==> config.mk <==
export PLATFORM = sky130hd
export DESIGN_NAME = kvlt_cell
export DESIGN_NICKNAME = d
export VERILOG_FILES = /design/src/design/kvlt_pkg.sv /design/src/design/kvlt_cell.sv
export SDC_FILE = /design/constraint.sdc
export NUM_CORES = 1
export LEC_CHECK = 0
export ABC_CLOCK_PERIOD_IN_PS = 2000
export CAP_MARGIN = 10
export CORE_UTILIZATION = 53
export CTS_BUF_LIST = sky130_fd_sc_hd__clkbuf_4 sky130_fd_sc_hd__clkbuf_8
export CTS_CLUSTER_SIZE = 25
export DETAILED_ROUTE_END_ITERATION = 16
export DONT_BUFFER_PORTS = 1
export PLACE_DENSITY_LB_ADDON = 0.3
export SLEW_MARGIN = 20
export SYNTH_ARGS = -nofsm -noshare
export SYNTH_HDL_FRONTEND = slang
export SYNTH_SLANG_ARGS = --single-unit
==> constraint.sdc <==
create_clock -name clk -period 2 [get_ports clk]
set_clock_uncertainty 0.1 [all_clocks]
set_input_delay 0.6 -clock clk [delete_from_list [all_inputs] [get_ports clk]]
set_output_delay 0.6 -clock clk [all_outputs]
set_load 0.1 [all_outputs]
==> src/design/kvlt_pkg.sv <==
package kvlt_pkg;

	// Field widths fixed by the item format
	localparam int unsigned KEY_W = 32;
	localparam int unsigned VAL_W = 32;
	localparam int unsigned POS_W = 6;
	localparam int unsigned IDX_W = 6;

	// Command codes
	typedef enum logic [1:0] {
		CMD_INSERT = 2'd0,
		CMD_SEARCH = 2'd1,
		CMD_REMOVE = 2'd2,
		CMD_READ   = 2'd3
	} kvlt_cmd_t;

	// Result status codes
	typedef enum logic [1:0] {
		ST_OK        = 2'd0,
		ST_NOT_FOUND = 2'd1,
		ST_FULL      = 2'd2,
		ST_RANGE     = 2'd3
	} kvlt_status_t;

	// Request token walking down the row of cells.
	// For a read, key, value and occ are replaced by the entry contents on a hit.
	typedef struct packed {
		kvlt_cmd_t          cmd;
		logic [KEY_W-1:0]   key;
		logic [VAL_W-1:0]   value;
		logic [POS_W-1:0]   pos;
		logic               hit;
		logic [IDX_W-1:0]   idx;
		logic               occ;
	} kvlt_tok_t;

endpackage

==> src/design/kvlt_cell.sv <==
module kvlt_cell #(
	parameter int unsigned CELL_IDX = 0,
	parameter int unsigned CNT_W    = 7
) (
	input  logic                clk,
	input  logic                arst_n,
	input  logic [CNT_W-1:0]    count,
	input  logic                in_vld,
	input  kvlt_pkg::kvlt_tok_t in_tok,
	output logic                out_vld,
	output kvlt_pkg::kvlt_tok_t out_tok
);

	localparam logic [CNT_W-1:0]            MY_CNT = CNT_W'(CELL_IDX);
	localparam logic [kvlt_pkg::IDX_W-1:0]  MY_IDX = kvlt_pkg::IDX_W'(CELL_IDX);
	localparam bit                          POS_OK = (CELL_IDX < (1 << kvlt_pkg::POS_W));

	logic [kvlt_pkg::KEY_W-1:0] key_q;
	logic [kvlt_pkg::VAL_W-1:0] value_q;
	logic                       occ_q;
	logic                       vld_q;
	kvlt_pkg::kvlt_tok_t        tok_q;
	kvlt_pkg::kvlt_tok_t        tok_nxt;
	logic                       below;
	logic                       key_hit;
	logic                       ins_here;
	logic                       rm_here;

	// Decode this entry's part in the passing request
	assign below    = (MY_CNT < count);
	assign key_hit  = below && occ_q && (key_q == in_tok.key) && !in_tok.hit;
	assign ins_here = in_vld && (in_tok.cmd == kvlt_pkg::CMD_INSERT) && (MY_CNT == count);
	assign rm_here  = in_vld && (in_tok.cmd == kvlt_pkg::CMD_REMOVE) && key_hit;

	// Update the request as it passes this entry
	always_comb begin
		tok_nxt = in_tok;
		case (in_tok.cmd)
			kvlt_pkg::CMD_INSERT: begin
				if (MY_CNT == count) begin
					tok_nxt.hit = 1'b1;
					tok_nxt.idx = MY_IDX;
				end
			end
			kvlt_pkg::CMD_SEARCH, kvlt_pkg::CMD_REMOVE: begin
				if (key_hit) begin
					tok_nxt.hit = 1'b1;
					tok_nxt.idx = MY_IDX;
				end
			end
			kvlt_pkg::CMD_READ: begin
				if (POS_OK && below && (in_tok.pos == kvlt_pkg::POS_W'(CELL_IDX))) begin
					tok_nxt.hit   = 1'b1;
					tok_nxt.idx   = MY_IDX;
					tok_nxt.key   = key_q;
					tok_nxt.value = value_q;
					tok_nxt.occ   = occ_q;
				end
			end
			default: begin
				tok_nxt = in_tok;
			end
		endcase
	end

	// Hold the entry; write on insert, drop the mark on remove
	always_ff @(posedge clk) begin
		if (ins_here) begin
			key_q   <= in_tok.key;
			value_q <= in_tok.value;
			occ_q   <= 1'b1;
		end else if (rm_here) begin
			occ_q   <= 1'b0;
		end
	end

	// Advance the request valid to the next cell
	always_ff @(posedge clk or negedge arst_n) begin
		if (!arst_n) begin
			vld_q <= 1'b0;
		end else begin
			vld_q <= in_vld;
		end
	end

	// Advance the request payload
	always_ff @(posedge clk) begin
		tok_q <= tok_nxt;
	end

	assign out_vld = vld_q;
	assign out_tok = tok_q;

endmodule

==> impl_results.rst <==
.. list-table::
   :header-rows: 1

   * - Metric
     - Value
   * - Critical R2R Launch
     - key_q[23]
   * - Max H-tree Level
     - 4
   * - Share of post-route cells with drive strength above 1
     - between 40 and 50%
   * - Total Power Consumption
     - 6.77 mW
   * - Data required, critical path
     - 2220 ps
   * - Max-Cap Viols
     - 0
   * - Critical setup path kind
     - reg -> reg
   * - Cell area after placement
     - approximately 6000 um2
   * - Post-route minimum period
     - 1910 ps
   * - Routed wire length
     - around 9.4 mm
   * - CTS tree
     - built
   * - Number of buffer cells added on primary ports
     - 0
   * - Clock latency of the later-clocked register in the worst-skew pair
     - approximately 420 ps
   * - Slew at the pin closest to its max-slew limit
     - 403 ps
   * - Worst hold slack after final layout
     - between 90 and 100 ps
   * - Synth Flop Type
     - sky130_fd_sc_hd__dfxtp_1
   * - Final worst-path cycle share
     - a little over nine tenths
   * - Number of design-rule violations left by the first detailed-router iteration
     - 68
   * - Number of buffers and inverters on the critical path
     - 2
   * - TritonCTS sink count
     - 146
   * - Reg-to-reg critical path endpoint
     - out_tok[6]
   * - Slowest Stage Delay on Critical Path
     - 410 ps
   * - Reg2Reg Setup Slack
     - 90 ps
   * - Run status
     - finished, final reports clean
   * - Number of antenna violations at the first check in global routing
     - 0
   * - Final hold viol count
     - 0
   * - Die outline area
     - 10200 um2
   * - Remaining DRCs
     - 0
   * - Final setup violation count
     - 0
   * - Number of synthesized flops with an enable pin
     - 64
   * - 1st-pass router iterations
     - 4
   * - Number of global-route vias before repair
     - 2855
   * - Startpoint of the tightest hold check path
     - in_tok[78]
   * - Number of vias after detailed routing
     - 2781
   * - Site Rows
     - 35
   * - Wire length of the first global-routing pass
     - 14.0 mm
   * - Area of all placed cells without fillers
     - 6590 um2
   * - Number of distinct library cell variants in the gate-level netlist after synthesis
     - 32
   * - Timing-limited maximum frequency
     - 523 MHz
   * - Pwr dens
     - 1030 nW/um2
   * - Diode insertion count for antenna repair
     - 0
   * - Overflow left after global routing
     - 0
   * - Total global routing track utilization
     - 18.7%
   * - R2R depth
     - 7
   * - Setup repair after global routing missed its margin
     - true
   * - Synth Area per Inst
     - 17.1 um2
   * - Synth Net Count
     - 397
   * - Initial cell density of the core
     - 55.2%
   * - Relative slew slack
     - around 73%
   * - Most common cell after layout, fill and taps aside
     - sky130_fd_sc_hd__buf_4
   * - Master of the slowest instance on the critical path
     - sky130_fd_sc_hd__edfxtp_1
   * - Fin util
     - 70.3%
   * - Synthesized cell area
     - around 5200 um2
   * - Family with the most delay on the worst path
     - simple AND/OR/NAND/NOR gates
   * - Hold Crit Endpoint
     - out_tok[78]
   * - Height of the die
     - 101 um
   * - Boundary Pins
     - 171
   * - Area Growth Syn to Fin
     - 27.3%
   * - Leading cell types in the layout, fill and taps excluded
     - sky130_fd_sc_hd__buf_4 (89), sky130_fd_sc_hd__dfxtp_1 (81), sky130_fd_sc_hd__edfxtp_1 (64)
   * - Post-DRT Antenna Nets
     - 0
   * - Number of CTS-inserted buffers
     - 17
   * - Async S/R FF share, synth
     - less than 1%
   * - Largest net degree at the start of global routing
     - 28
   * - Count of mapped cells out of synthesis
     - around 300
   * - Flip-flop and latch count after synthesis
     - 146
   * - Clock buffer depth
     - 2
   * - Tightest Hold Check Type
     - in -> reg
   * - HPWL Detailed
     - approximately 6.7 mm
   * - GP Congestion
     - 0.750
   * - Leakage
     - 2.82 nW
   * - Worst Hold Depth
     - 0
   * - Clk Tree Root Cell
     - sky130_fd_sc_hd__clkbuf_8
   * - Warnings, synthesis
     - 0
   * - Signal arrival time at the worst endpoint
     - 2130 ps
   * - Slew Viols, Final
     - 0
   * - Endpoint class of the critical path
     - flop
   * - Via density per instance
     - 5.02
   * - Share of synthesized area occupied by flip-flops and latches
     - 68.9%
   * - Critical Path, Cell by Cell
     - xor2_1, nor4_1, nand3_1, buf_4, nor4_4, buf_6, nor2_1
   * - Clock transition at path regs
     - 80 ps
   * - Peak VDD IR
     - 644 uV
   * - Launch point of the worst path
     - key_q[23]
   * - Net count reported at finish
     - 506
   * - Largest fanout of any net on the critical path
     - 6
   * - Placeable core region
     - approximately 9400 um2
   * - Average wire per standard cell
     - 16.9 um
   * - Width of the die
     - approximately 100 um
   * - Startpoint class of the critical path
     - flop
registers in the layout, summed over array words and instances, names as in the netlist:
name and flops:
key_q 32, occ_q 1, out_tok 80, out_vld 1, value_q 32
cells by family (layout without fill, tap and decap cells):
| family | count (synthesis) | count (layout) | share of synthesized area [%] |
|---|---|---|---|
| AO/OA/AOI/OAI | 8 | 8 | 1.11 |
| AND/OR/NAND/NOR | 37 | 37 | 4.13 |
| multiplexers | 65 | 65 | 17.8 |
| XOR/XNOR | 32 | 32 | 5.41 |
| buffers and inverters | 11 | 133 | 1.69 |
| flip-flops | 146 | 146 | 68.9 |
| adder cells (fa/ha/maj) | 4 | 4 | 0.967 |
how the worst max path moves through the flow:
stage	end	cells past startpoint	slack, ps
2_1_floorplan	out_tok[37]	6	-240
3_3_place_gp	out_tok[29]	5	-220
3_5_place_dp	out_tok[61]	5	-250
4_1_cts	out_tok[3]	6	5
5_1_grt	out_tok[6]	8	-20
6_report	out_tok[6]	7	90
synth_stat cells, types with 2 or more instances:
master	count	area share [%]
sky130_fd_sc_hd__o21ai_0	2	0.19
sky130_fd_sc_hd__nor2_1	8	0.58
sky130_fd_sc_hd__nand3_1	7	0.68
sky130_fd_sc_hd__buf_6	6	1.3
sky130_fd_sc_hd__mux2_4	50	14
sky130_fd_sc_hd__nand2_1	2	0.15
sky130_fd_sc_hd__nor4_1	8	0.97
sky130_fd_sc_hd__mux2_2	15	3.3
sky130_fd_sc_hd__dfxtp_1	81	31
sky130_fd_sc_hd__inv_1	4	0.29
sky130_fd_sc_hd__edfxtp_1	64	37
sky130_fd_sc_hd__ha_1	4	0.97
sky130_fd_sc_hd__nor3_1	3	0.29
sky130_fd_sc_hd__xor2_1	31	5.2
power breakdown:
group / switching, mW / internal, mW / total (mW)
clock network: 1.09 / 1.43 / 2.53
logic: 0.783 / 0.234 / 1.02
registers: 0.0279 / 3.20 / 3.23
area by class of cell:
| cell class | count | area (um2) |
|---|---|---|
| multi-input cells | 146 | 1600 |
| flip-flops and latches | 146 | 3570 |
| well taps | 129 | 161 |
| clock inverters | 12 | 181 |
| clock buffers | 20 | 263 |
| inverters | 4 | 15.0 |
| fillers | 667 | 2780 |
| repair buffers | 97 | 801 |
per-stage QoR:
stage	std cells	TNS, ps	setup slack, ps
3_5_place_dp	518	-16920	-245
2_1_floorplan	303	-28180	-238
5_1_grt	554	-118	-24.7
3_3_place_gp	518	-16270	-222
4_1_cts	553	0	4.61
6_report	554	0	88.5
layer usage:
| layer | vias up | share of wire [%] | GRT usage, % |
|---|---|---|---|
| met1 | 1348 | 39 | 21.2 |
| met5 | - | 0 | 0 |
| li1 | 1310 | - | - |
| met4 | 0 | 1.2 | 8.36 |
| met2 | 115 | 49 | 29.5 |
| met3 | 8 | 11 | 9.85 |
repair_timing:
| action | CTS | global route |
|---|---|---|
| pin swaps | 4 | 4 |
| gates resized for setup | 0 | 10 |
| hold endpoints to repair | 1 | 0 |
| hold buffers | 1 | 0 |
| endpoints found under the setup margin | 6 | 7 |
| buffers inserted | 2 | 1 |
| cloned | 0 | 0 |
(Power assumes the default switching activity.)
